$ cat src/rtl/mrfm_pkg.sv
// ----------------------------------------------------------------------------
// mrfm_pkg
// Shared constants, types and the CRC-16/Modbus byte step for the response
// frame matcher.
// ----------------------------------------------------------------------------
package mrfm_pkg;

    // Window depth default and frame geometry.
    localparam int MAX_FRAME_BYTES_DEF = 17;
    localparam int IDX_W               = 5;

    localparam logic [IDX_W-1:0] POS_FRAME_LEN  = 5'd9;
    localparam logic [IDX_W-1:0] FULL_FRAME_LEN = 5'd17;
    localparam logic [7:0]       POS_COUNT      = 8'h04;
    localparam logic [7:0]       FULL_COUNT     = 8'h0C;

    // CRC-16/Modbus constants.
    localparam logic [15:0] CRC_POLY = 16'hA001;
    localparam logic [15:0] CRC_INIT = 16'hFFFF;

    // Configuration register indexes.
    localparam logic [1:0] REG_RESPONSE_MODE  = 2'd0;
    localparam logic [1:0] REG_DEVICE_ADDRESS = 2'd1;
    localparam logic [1:0] REG_FUNCTION_CODE  = 2'd2;

    // Configuration reset values.
    localparam logic       RESET_MODE     = 1'b1;
    localparam logic [7:0] RESET_ADDRESS  = 8'h01;
    localparam logic [7:0] RESET_FUNCTION = 8'h04;

    // One byte read back from the window during a frame scan.
    typedef struct packed {
        logic             valid;
        logic [IDX_W-1:0] idx;
    } beat_t;

    // Fold one byte into the reflected CRC, one bit per step.
    function automatic logic [15:0] crc_byte(input logic [15:0] crc_in,
                                             input logic [7:0]  data);
        logic [15:0] acc;
        acc = crc_in ^ {8'h00, data};
        for (int b = 0; b < 8; b++) begin
            if (acc[0]) begin
                acc = (acc >> 1) ^ CRC_POLY;
            end else begin
                acc = acc >> 1;
            end
        end
        return acc;
    endfunction

endpackage

$ cat src/rtl/mrfm_window_ram.sv
// ----------------------------------------------------------------------------
// mrfm_window_ram
// Circular byte store for the receive window, one write port and one read
// port with registered read data.
// ----------------------------------------------------------------------------
module mrfm_window_ram #(
    parameter int DEPTH  = mrfm_pkg::MAX_FRAME_BYTES_DEF,
    parameter int ADDR_W = $clog2(DEPTH)
) (
    input  logic              clk,
    input  logic              wr_en,
    input  logic [ADDR_W-1:0] wr_addr,
    input  logic [7:0]        wr_data,
    input  logic              rd_en,
    input  logic [ADDR_W-1:0] rd_addr,
    output logic [7:0]        rd_data
);

    logic [7:0] mem [DEPTH];

    // Write port.
    always_ff @(posedge clk) begin
        if (wr_en) begin
            mem[wr_addr] <= wr_data;
        end
    end

    // Read port, registered read data.
    always_ff @(posedge clk) begin
        if (rd_en) begin
            rd_data <= mem[rd_addr];
        end
    end

endmodule

$ cat src/rtl/mrfm_frame_check.sv
// ----------------------------------------------------------------------------
// mrfm_frame_check
// Walks the frame bytes as they come out of the window store: header
// compares, running CRC, data byte collection and the final CRC compare.
// ----------------------------------------------------------------------------
module mrfm_frame_check (
    input  logic                           clk,
    input  mrfm_pkg::beat_t                beat,
    input  logic [7:0]                     data_byte,
    input  logic                           mode,
    input  logic [mrfm_pkg::IDX_W-1:0]     frame_len,
    input  logic [7:0]                     device_address,
    input  logic [7:0]                     function_code,
    output logic                           match,
    output logic signed [31:0]             position,
    output logic signed [31:0]             velocity,
    output logic signed [31:0]             drive_current
);

    logic [15:0] crc_reg, crc_next;
    logic        ok_reg, ok_next;
    logic [95:0] data_reg, data_next;

    logic [mrfm_pkg::IDX_W-1:0] crc_lo_idx;
    logic [mrfm_pkg::IDX_W-1:0] crc_hi_idx;
    logic [7:0]                 count_exp;

    assign crc_lo_idx = frame_len - mrfm_pkg::IDX_W'(2);
    assign crc_hi_idx = frame_len - mrfm_pkg::IDX_W'(1);
    assign count_exp  = mode ? mrfm_pkg::FULL_COUNT : mrfm_pkg::POS_COUNT;

    // Per-byte update of CRC, verdict and data shift register.
    always_comb begin
        crc_next  = crc_reg;
        ok_next   = ok_reg;
        data_next = data_reg;
        if (beat.valid) begin
            if (beat.idx == '0) begin
                crc_next = mrfm_pkg::crc_byte(mrfm_pkg::CRC_INIT, data_byte);
                ok_next  = (data_byte == device_address);
            end else if (beat.idx == crc_lo_idx) begin
                ok_next = ok_reg && (data_byte == crc_reg[7:0]);
            end else if (beat.idx == crc_hi_idx) begin
                ok_next = ok_reg && (data_byte == crc_reg[15:8]);
            end else begin
                crc_next = mrfm_pkg::crc_byte(crc_reg, data_byte);
                if (beat.idx == mrfm_pkg::IDX_W'(1)) begin
                    ok_next = ok_reg && (data_byte == function_code);
                end else if (beat.idx == mrfm_pkg::IDX_W'(2)) begin
                    ok_next = ok_reg && (data_byte == count_exp);
                end else begin
                    data_next = {data_reg[87:0], data_byte};
                end
            end
        end
    end

    // Working registers for CRC, verdict and data; the first byte restarts CRC and verdict.
    always_ff @(posedge clk) begin
        crc_reg  <= crc_next;
        ok_reg   <= ok_next;
        data_reg <= data_next;
    end

    // Result fields; position mode collects only four data bytes.
    assign match         = ok_reg;
    assign position      = mode ? data_reg[95:64] : data_reg[31:0];
    assign velocity      = mode ? data_reg[63:32] : 32'sd0;
    assign drive_current = mode ? data_reg[31:0]  : 32'sd0;

endmodule

$ cat src/rtl/modbus_response_frame_matcher.sv
// ----------------------------------------------------------------------------
// modbus_response_frame_matcher
// Sliding receive window with Modbus RTU read-input-registers response
// matching: header checks, CRC-16/Modbus and big-endian value extraction.
// ----------------------------------------------------------------------------
//  Channel   Signals                                   Direction
//  in        in_valid, in_ready, rx_byte               byte transactions in
//  out       out_valid, out_ready, position, velocity,  result transactions out
//            drive_current
//  cfg       cfg_valid, cfg_ready, cfg_index, cfg_data  register writes in
//
//  A byte that cannot complete a frame is only written to the window. A
//  byte that can complete one starts a scan (L = 9 in position mode, 17
//  in full mode): the scan reads the L frame bytes from the window store
//  one per cycle through its single read port and folds each into the CRC.
//  The result sits in an output register, so a new byte is taken while it
//  waits; a new match stalls in its final cycle until that register frees.
//  Reset empties the window (fill count zero); no clearing pass is needed.
// ----------------------------------------------------------------------------
module modbus_response_frame_matcher #(
    parameter int MAX_FRAME_BYTES = mrfm_pkg::MAX_FRAME_BYTES_DEF
) (
    input  logic               clk,
    input  logic               rst_n,
    input  logic               in_valid,
    output logic               in_ready,
    input  logic [7:0]         rx_byte,
    output logic               out_valid,
    input  logic               out_ready,
    output logic signed [31:0] position,
    output logic signed [31:0] velocity,
    output logic signed [31:0] drive_current,
    input  logic               cfg_valid,
    output logic               cfg_ready,
    input  logic [1:0]         cfg_index,
    input  logic [7:0]         cfg_data
);

    localparam int ADDR_W  = $clog2(MAX_FRAME_BYTES);
    localparam int PTR_W   = ADDR_W + 1;
    localparam int FILL_W  = $clog2(MAX_FRAME_BYTES + 1);
    localparam bit FULL_OK = (MAX_FRAME_BYTES >= 17);
    localparam logic [ADDR_W-1:0] LAST_ADDR = ADDR_W'(MAX_FRAME_BYTES - 1);
    localparam logic [FILL_W-1:0] FILL_MAX  = FILL_W'(MAX_FRAME_BYTES);
    localparam logic [PTR_W-1:0]  DEPTH_P   = PTR_W'(MAX_FRAME_BYTES);

    typedef enum logic [3:0] {
        ST_IDLE  = 4'b0001,
        ST_SCAN  = 4'b0010,
        ST_FLUSH = 4'b0100,
        ST_DONE  = 4'b1000
    } state_t;

    state_t state_reg, state_next;

    logic [ADDR_W-1:0]          wr_ptr_reg, wr_ptr_next;
    logic [ADDR_W-1:0]          rd_ptr_reg, rd_ptr_next;
    logic [FILL_W-1:0]          fill_reg, fill_next;
    logic [mrfm_pkg::IDX_W-1:0] iss_reg, iss_next;
    mrfm_pkg::beat_t            beat_reg, beat_next;

    logic       mode_reg;
    logic [7:0] dev_addr_reg;
    logic [7:0] func_code_reg;

    logic               out_valid_reg, out_valid_next;
    logic signed [31:0] position_reg, velocity_reg, current_reg;
    logic               load_out;

    logic                       in_fire;
    logic [mrfm_pkg::IDX_W-1:0] frame_len;
    logic [FILL_W-1:0]          fill_inc;
    logic                       len_fits;
    logic                       frame_ready;
    logic [PTR_W-1:0]           start_sum;
    logic [PTR_W-1:0]           start_wrap;
    logic                       rd_en;

    logic [7:0]         rd_data;
    logic               chk_match;
    logic signed [31:0] chk_position, chk_velocity, chk_current;

    assign in_fire   = in_valid && in_ready;
    assign in_ready  = (state_reg == ST_IDLE);
    assign cfg_ready = 1'b1;
    assign frame_len = mode_reg ? mrfm_pkg::FULL_FRAME_LEN : mrfm_pkg::POS_FRAME_LEN;
    assign len_fits  = !mode_reg || FULL_OK;

    // Fill count after the incoming byte, saturating at the window depth.
    assign fill_inc    = (fill_reg == FILL_MAX) ? fill_reg : fill_reg + FILL_W'(1);
    assign frame_ready = len_fits && (6'(fill_inc) >= 6'(frame_len));

    // Oldest frame byte sits L-1 slots behind the byte being written.
    assign start_sum  = PTR_W'(wr_ptr_reg) + DEPTH_P
                      - PTR_W'(frame_len - mrfm_pkg::IDX_W'(1));
    assign start_wrap = (start_sum >= DEPTH_P) ? start_sum - DEPTH_P : start_sum;

    // Configuration registers.
    always_ff @(posedge clk or negedge rst_n) begin
        if (!rst_n) begin
            mode_reg      <= mrfm_pkg::RESET_MODE;
            dev_addr_reg  <= mrfm_pkg::RESET_ADDRESS;
            func_code_reg <= mrfm_pkg::RESET_FUNCTION;
        end else if (cfg_valid && cfg_ready) begin
            unique case (cfg_index)
                mrfm_pkg::REG_RESPONSE_MODE:  mode_reg      <= cfg_data[0];
                mrfm_pkg::REG_DEVICE_ADDRESS: dev_addr_reg  <= cfg_data;
                mrfm_pkg::REG_FUNCTION_CODE:  func_code_reg <= cfg_data;
                default: ;
            endcase
        end
    end

    // Sequencer: write the byte, then scan the frame out of the store.
    // Writes happen only in idle and reads only while scanning, so the two
    // ports never touch the same slot in one cycle.
    always_comb begin
        state_next  = state_reg;
        wr_ptr_next = wr_ptr_reg;
        rd_ptr_next = rd_ptr_reg;
        fill_next   = fill_reg;
        iss_next    = iss_reg;
        rd_en       = 1'b0;
        load_out    = 1'b0;
        unique case (state_reg)
            ST_IDLE: begin
                if (in_fire) begin
                    wr_ptr_next = (wr_ptr_reg == LAST_ADDR) ? '0
                                                            : wr_ptr_reg + ADDR_W'(1);
                    fill_next   = fill_inc;
                    if (frame_ready) begin
                        rd_ptr_next = start_wrap[ADDR_W-1:0];
                        iss_next    = '0;
                        state_next  = ST_SCAN;
                    end
                end
            end
            ST_SCAN: begin
                rd_en       = 1'b1;
                rd_ptr_next = (rd_ptr_reg == LAST_ADDR) ? '0 : rd_ptr_reg + ADDR_W'(1);
                iss_next    = iss_reg + mrfm_pkg::IDX_W'(1);
                if (iss_reg == frame_len - mrfm_pkg::IDX_W'(1)) begin
                    state_next = ST_FLUSH;
                end
            end
            ST_FLUSH: begin
                state_next = ST_DONE;
            end
            ST_DONE: begin
                if (!chk_match) begin
                    state_next = ST_IDLE;
                end else if (!out_valid_reg || out_ready) begin
                    load_out   = 1'b1;
                    fill_next  = '0;
                    state_next = ST_IDLE;
                end
            end
            default: begin
                state_next = ST_IDLE;
            end
        endcase
    end

    // Read beat travels alongside the store's read latency.
    assign beat_next.valid = rd_en;
    assign beat_next.idx   = iss_reg;

    // Output hold: valid drops on a taken transaction, rises on a load.
    assign out_valid_next = (out_valid_reg && !out_ready) || load_out;

    // Control state.
    always_ff @(posedge clk or negedge rst_n) begin
        if (!rst_n) begin
            state_reg     <= ST_IDLE;
            wr_ptr_reg    <= '0;
            rd_ptr_reg    <= '0;
            fill_reg      <= '0;
            iss_reg       <= '0;
            beat_reg      <= '0;
            out_valid_reg <= 1'b0;
        end else begin
            state_reg     <= state_next;
            wr_ptr_reg    <= wr_ptr_next;
            rd_ptr_reg    <= rd_ptr_next;
            fill_reg      <= fill_next;
            iss_reg       <= iss_next;
            beat_reg      <= beat_next;
            out_valid_reg <= out_valid_next;
        end
    end

    // Result payload register.
    always_ff @(posedge clk) begin
        if (load_out) begin
            position_reg <= chk_position;
            velocity_reg <= chk_velocity;
            current_reg  <= chk_current;
        end
    end

    assign out_valid     = out_valid_reg;
    assign position      = position_reg;
    assign velocity      = velocity_reg;
    assign drive_current = current_reg;

    mrfm_window_ram #(
        .DEPTH  (MAX_FRAME_BYTES),
        .ADDR_W (ADDR_W)
    ) u_window_ram (
        .clk     (clk),
        .wr_en   (in_fire),
        .wr_addr (wr_ptr_reg),
        .wr_data (rx_byte),
        .rd_en   (rd_en),
        .rd_addr (rd_ptr_reg),
        .rd_data (rd_data)
    );

    mrfm_frame_check u_frame_check (
        .clk            (clk),
        .beat           (beat_reg),
        .data_byte      (rd_data),
        .mode           (mode_reg),
        .frame_len      (frame_len),
        .device_address (dev_addr_reg),
        .function_code  (func_code_reg),
        .match          (chk_match),
        .position       (chk_position),
        .velocity       (chk_velocity),
        .drive_current  (chk_current)
    );

endmodule

$ cat config.mk
export PLATFORM = sky130hd
export DESIGN_NAME = modbus_response_frame_matcher
export DESIGN_NICKNAME = d
export VERILOG_FILES = /design/src/rtl/mrfm_pkg.sv /design/src/rtl/mrfm_window_ram.sv /design/src/rtl/mrfm_frame_check.sv /design/src/rtl/modbus_response_frame_matcher.sv
export SDC_FILE = /design/constraint.sdc
export NUM_CORES = 1
export LEC_CHECK = 0
export BUFFER_PORTS_ARGS = -buffer_cell sky130_fd_sc_hd__buf_2
export CELL_PAD_IN_SITES_DETAIL_PLACEMENT = 1
export CELL_PAD_IN_SITES_GLOBAL_PLACEMENT = 1
export CORE_MARGIN = 5
export CORE_UTILIZATION = 51
export DETAILED_ROUTE_END_ITERATION = 16
export GPL_TIMING_DRIVEN = 1
export PLACE_DENSITY_LB_ADDON = 0.1
export SLEW_MARGIN = 20
export SYNTH_ARGS = -nofsm -noshare
export SYNTH_HDL_FRONTEND = slang
export SYNTH_SLANG_ARGS = --single-unit
export TNS_END_PERCENT = 50
$ cat constraint.sdc
create_clock -name clk -period 8.89 [get_ports clk]
set_input_delay 0.889 -clock clk [delete_from_list [all_inputs] [get_ports clk]]
set_output_delay 0.889 -clock clk [all_outputs]
set_load 0.02 [all_outputs]
==> results.sh <==
export IMPL_vias=8289
export IMPL_ir_worst_vdd_mv=0.187
export IMPL_relSlewSlack_pct=27.6
export IMPL_cts_resized=0
export IMPL_synth_compound_area_share_pct=2.91
export IMPL_syn_avg_cell_area_sq_um=17.4
export IMPL_synth_cells=924
export IMPL_min_period_ps=3400
export IMPL_synth_fp_nets=967
export IMPL_startpoint_type="flop"
export IMPL_clock_skew_ps=18.3
export IMPL_critPathTopFamily="flip-flops"
export IMPL_grt_pass1_vias=8835
export IMPL_cts_setup_buffers=0
export IMPL_rows=65
export IMPL_grt_usage_pct=19.3
export IMPL_cts_buffer_depth=3
export IMPL_htreeDepth=2
export IMPL_drive_above_1_share_pct=26.6
export IMPL_rsz0062_at_grt="no"
export IMPL_hpwl_um=22800
export IMPL_busiest_layer="met2"
export IMPL_ios=122
export IMPL_nFillCells=2827
export IMPL_grt_max_degree=109
export IMPL_grt_ovfl_total=0
export IMPL_root_buffer="clkbuf_16"
export IMPL_async_flop_share_pct=12.0
export IMPL_viasPerCell=5.55
export IMPL_grt_use_met2_pct=32.0
export IMPL_path_buf_inv=1
export IMPL_slew_violations=0
export IMPL_ys_warn_count=0
export IMPL_synth_seq_area_share_pct=73.6
export IMPL_first_iter_violations=546
export IMPL_cp_end_kind="flop"
export IMPL_cts_tree="built"
export IMPL_arrival_ps=3530
export IMPL_hold_ws_ps=436
export IMPL_diodes=0
export IMPL_synth_top_family_by_area="multiplexers"
export IMPL_die_x_um=187
export IMPL_period_share_pct=38.2
export IMPL_grt_pass1_wl_um=53100
export IMPL_hold_viol=0
export IMPL_synthFlopType="edfxtp_1"
export IMPL_first_pass_iters=5
export IMPL_synth_area_sq_um=16000
export IMPL_clock_sinks=401
export IMPL_max_cap_violations=0
export IMPL_powerDensity_nw_per_um2=277
export IMPL_timing_fmax_ghz=0.294
export IMPL_cts_buffers=42
export IMPL_synth_adder_area_share_pct=1.56
export IMPL_ant_nets=0
export IMPL_synth_edff_count=353
export IMPL_worstPathRequired_ps=9030
export IMPL_path_class="reg -> reg"
export IMPL_register_area_sq_um=11800
export IMPL_critPathMaxStageDelay_ps=1220
export IMPL_gp_congestion=0.790
export IMPL_area_growth_pct=15.0
export IMPL_crit_path_cell_trace="a21oi_1 -> nor2_1 -> o22ai_1 -> nor2_4 -> buf_4"
export IMPL_core_sq_um=31300
export IMPL_multi_input_area_sq_um=4020
export IMPL_largest_reg_flops=136
export IMPL_synth_xor_area_share_pct=3.55
export IMPL_drc=0
export IMPL_start_util_pct=51.2
export IMPL_wl_per_cell_um=22.7
export IMPL_p_leak_nw=6.50
export IMPL_synth_simple_area_share_pct=7.27
export IMPL_finalSetupViolCount=0
export IMPL_use_met3_pct=3.32
export IMPL_min_path_type="reg -> reg"
export IMPL_clkTransAtPathRegs_ps=60
export IMPL_clock_latency_ps=530
export IMPL_dieHeight_um=187
export IMPL_globalRouteMet1Util_pct=27.1
export IMPL_wl_um=33900
export IMPL_fin_tns_setup_ps=0
export IMPL_port_buffers=120
export IMPL_status="finished clean"
export IMPL_synth_seq_cells=401
export IMPL_yosys_cell_types_count=64
export IMPL_die_area_sq_um=35100
export IMPL_muxShareOfSynthArea_pct=9.61
export IMPL_worstPathMaxFanout=108
export IMPL_nets=1103
export IMPL_cts_hold_buf=0
export IMPL_cp_slowest_cell="dfstp_4"
export IMPL_antenna_found_initial=0
export IMPL_max_slew_worst_pin_slew_ps=1080
synth_stat cells, types with 2 or more instances:
| library cell | number | share of area (%) |
|---|---|---|
| nand4b_1 | 3 | 0.16 |
| and2_1 | 67 | 2.6 |
| nor3_1 | 6 | 0.19 |
| a31oi_1 | 3 | 0.12 |
| a222oi_1 | 3 | 0.19 |
| nand3b_1 | 6 | 0.28 |
| a21o_1 | 3 | 0.14 |
| nor3b_1 | 4 | 0.19 |
| a21oi_1 | 9 | 0.28 |
| o22ai_1 | 2 | 0.078 |
| o21ai_1 | 11 | 0.34 |
| or3_1 | 4 | 0.16 |
| o31ai_1 | 6 | 0.28 |
| o21ai_0 | 11 | 0.34 |
| a211oi_1 | 8 | 0.37 |
| nor4b_1 | 2 | 0.11 |
| nor4_1 | 5 | 0.19 |
| or4_1 | 3 | 0.14 |
| mux2_2 | 50 | 3.5 |
| nand2b_1 | 7 | 0.27 |
| ha_1 | 20 | 1.6 |
| nor2b_1 | 2 | 0.078 |
| xnor2_1 | 33 | 1.8 |
| nand2_1 | 28 | 0.65 |
| o31a_1 | 3 | 0.16 |
| nand3_1 | 10 | 0.31 |
| nand4_1 | 7 | 0.27 |
| xnor3_1 | 2 | 0.28 |
| mux2_1 | 6 | 0.42 |
| mux4_2 | 40 | 5.6 |
| nor2_1 | 46 | 1.1 |
| xor2_1 | 25 | 1.4 |
| edfxtp_1 | 353 | 66 |
| dfstp_2 | 4 | 0.65 |
| dfrtp_1 | 44 | 6.9 |
| buf_2 | 4 | 0.12 |
| clkbuf_1 | 30 | 0.70 |
| and3_1 | 4 | 0.16 |
| inv_1 | 25 | 0.58 |
stage by stage:
step                      area (sq um)  worst slack [ps]  std cells  utilization (%)  power, mW
final                            18400              5490       1493             58.9       5.11
after global placement           17100              5490       1418             54.6       3.41
after detailed placement         17100              5390       1418             54.6       3.45
after CTS                        18400              5350       1493             58.9       5.17
after global routing             18400              5220       1493             58.9       5.36
after floorplan                  16000              2680        924                -       3.14
kinds of logic after synthesis:
| group | count (synthesis) |
|---|---|
| buf+inv | 62 |
| compound gates | 70 |
| simple gates | 212 |
| flops | 401 |
| fa+ha+maj | 20 |
| other cells | 1 |
| mux | 97 |
| xor+xnor | 61 |
layer usage:
| metal | up-vias | wire, um | share of wire [%] |
|---|---|---|---|
| met2 | 210 | 16700 | 49 |
| met3 | 49 | 1530 | 4.5 |
| met1 | 4227 | 15000 | 44 |
| li1 | 3803 | - | - |
| met5 | - | 0 | 0 |
| met4 | 0 | 666 | 2.0 |
area by class of cell:
cell class	count	area share [%]
clock inverters	26	1.28
repair buffers	128	3.58
multi-input cells	461	21.8
inverters	26	0.529
clock buffers	49	6.06
well taps	402	2.73
flip-flops and latches	401	64.0
report_power, final:
| part | leakage, nW | total (mW) | switching (mW) | internal [mW] |
|---|---|---|---|---|
| Sequential | 3.78 | 2.34 | 0.147 | 2.19 |
| Clock | 0.661 | 1.72 | 0.700 | 1.02 |
| Combinational | 2.05 | 1.05 | 0.556 | 0.494 |
| Total | 6.50 | 5.11 | 1.40 | 3.71 |
worst reg2reg max path, stage by stage (launching register included):
cell and delay (ps):
dfstp_4 1220, a21oi_1 100, nor2_1 140, o22ai_1 160, nor2_4 470, buf_4 850
worst paths after layout:
| path | slack (ps) | cells past startpoint | endpoint | from |
|---|---|---|---|---|
| worst max-delay path | 5490 | 5 | u_frame_check.data_reg[56]$_DFFE_PP_ | mode_reg$_DFFE_PN1P_ |
| worst min-delay path | 440 | 0 | beat_reg[1]$_DFF_PN0_ | iss_reg[1]$_DFFE_PN0P_ |
| worst max register to register | 5490 | 5 | u_frame_check.data_reg[56]$_DFFE_PP_ | mode_reg$_DFFE_PN1P_ |
| max in group asynchronous | 7950 | 2 | rd_ptr_reg[0]$_DFFE_PN0P_ | rst_n |
| worst min register to register | 440 | 0 | beat_reg[1]$_DFF_PN0_ | iss_reg[1]$_DFFE_PN0P_ |
| min in group asynchronous | 470 | 2 | func_code_reg[4]$_DFFE_PN0P_ | rst_n |
layout by cell type, fill, tap and decap left out, types with 20 or more instances in the layout:
cell type | synthesis | routed
and2_1 | 67 | 67
nand2_1 | 28 | 28
ha_1 | 20 | 20
edfxtp_1 | 353 | 353
xor2_1 | 25 | 25
dfrtp_1 | 44 | 43
nor2_1 | 46 | 44
mux4_2 | 40 | 40
inv_1 | 25 | 25
xnor2_1 | 33 | 33
buf_2 | 4 | 120
clkbuf_16 | 0 | 43
mux2_2 | 50 | 50
No activity file was read; power rests on OpenSTA's default activity.
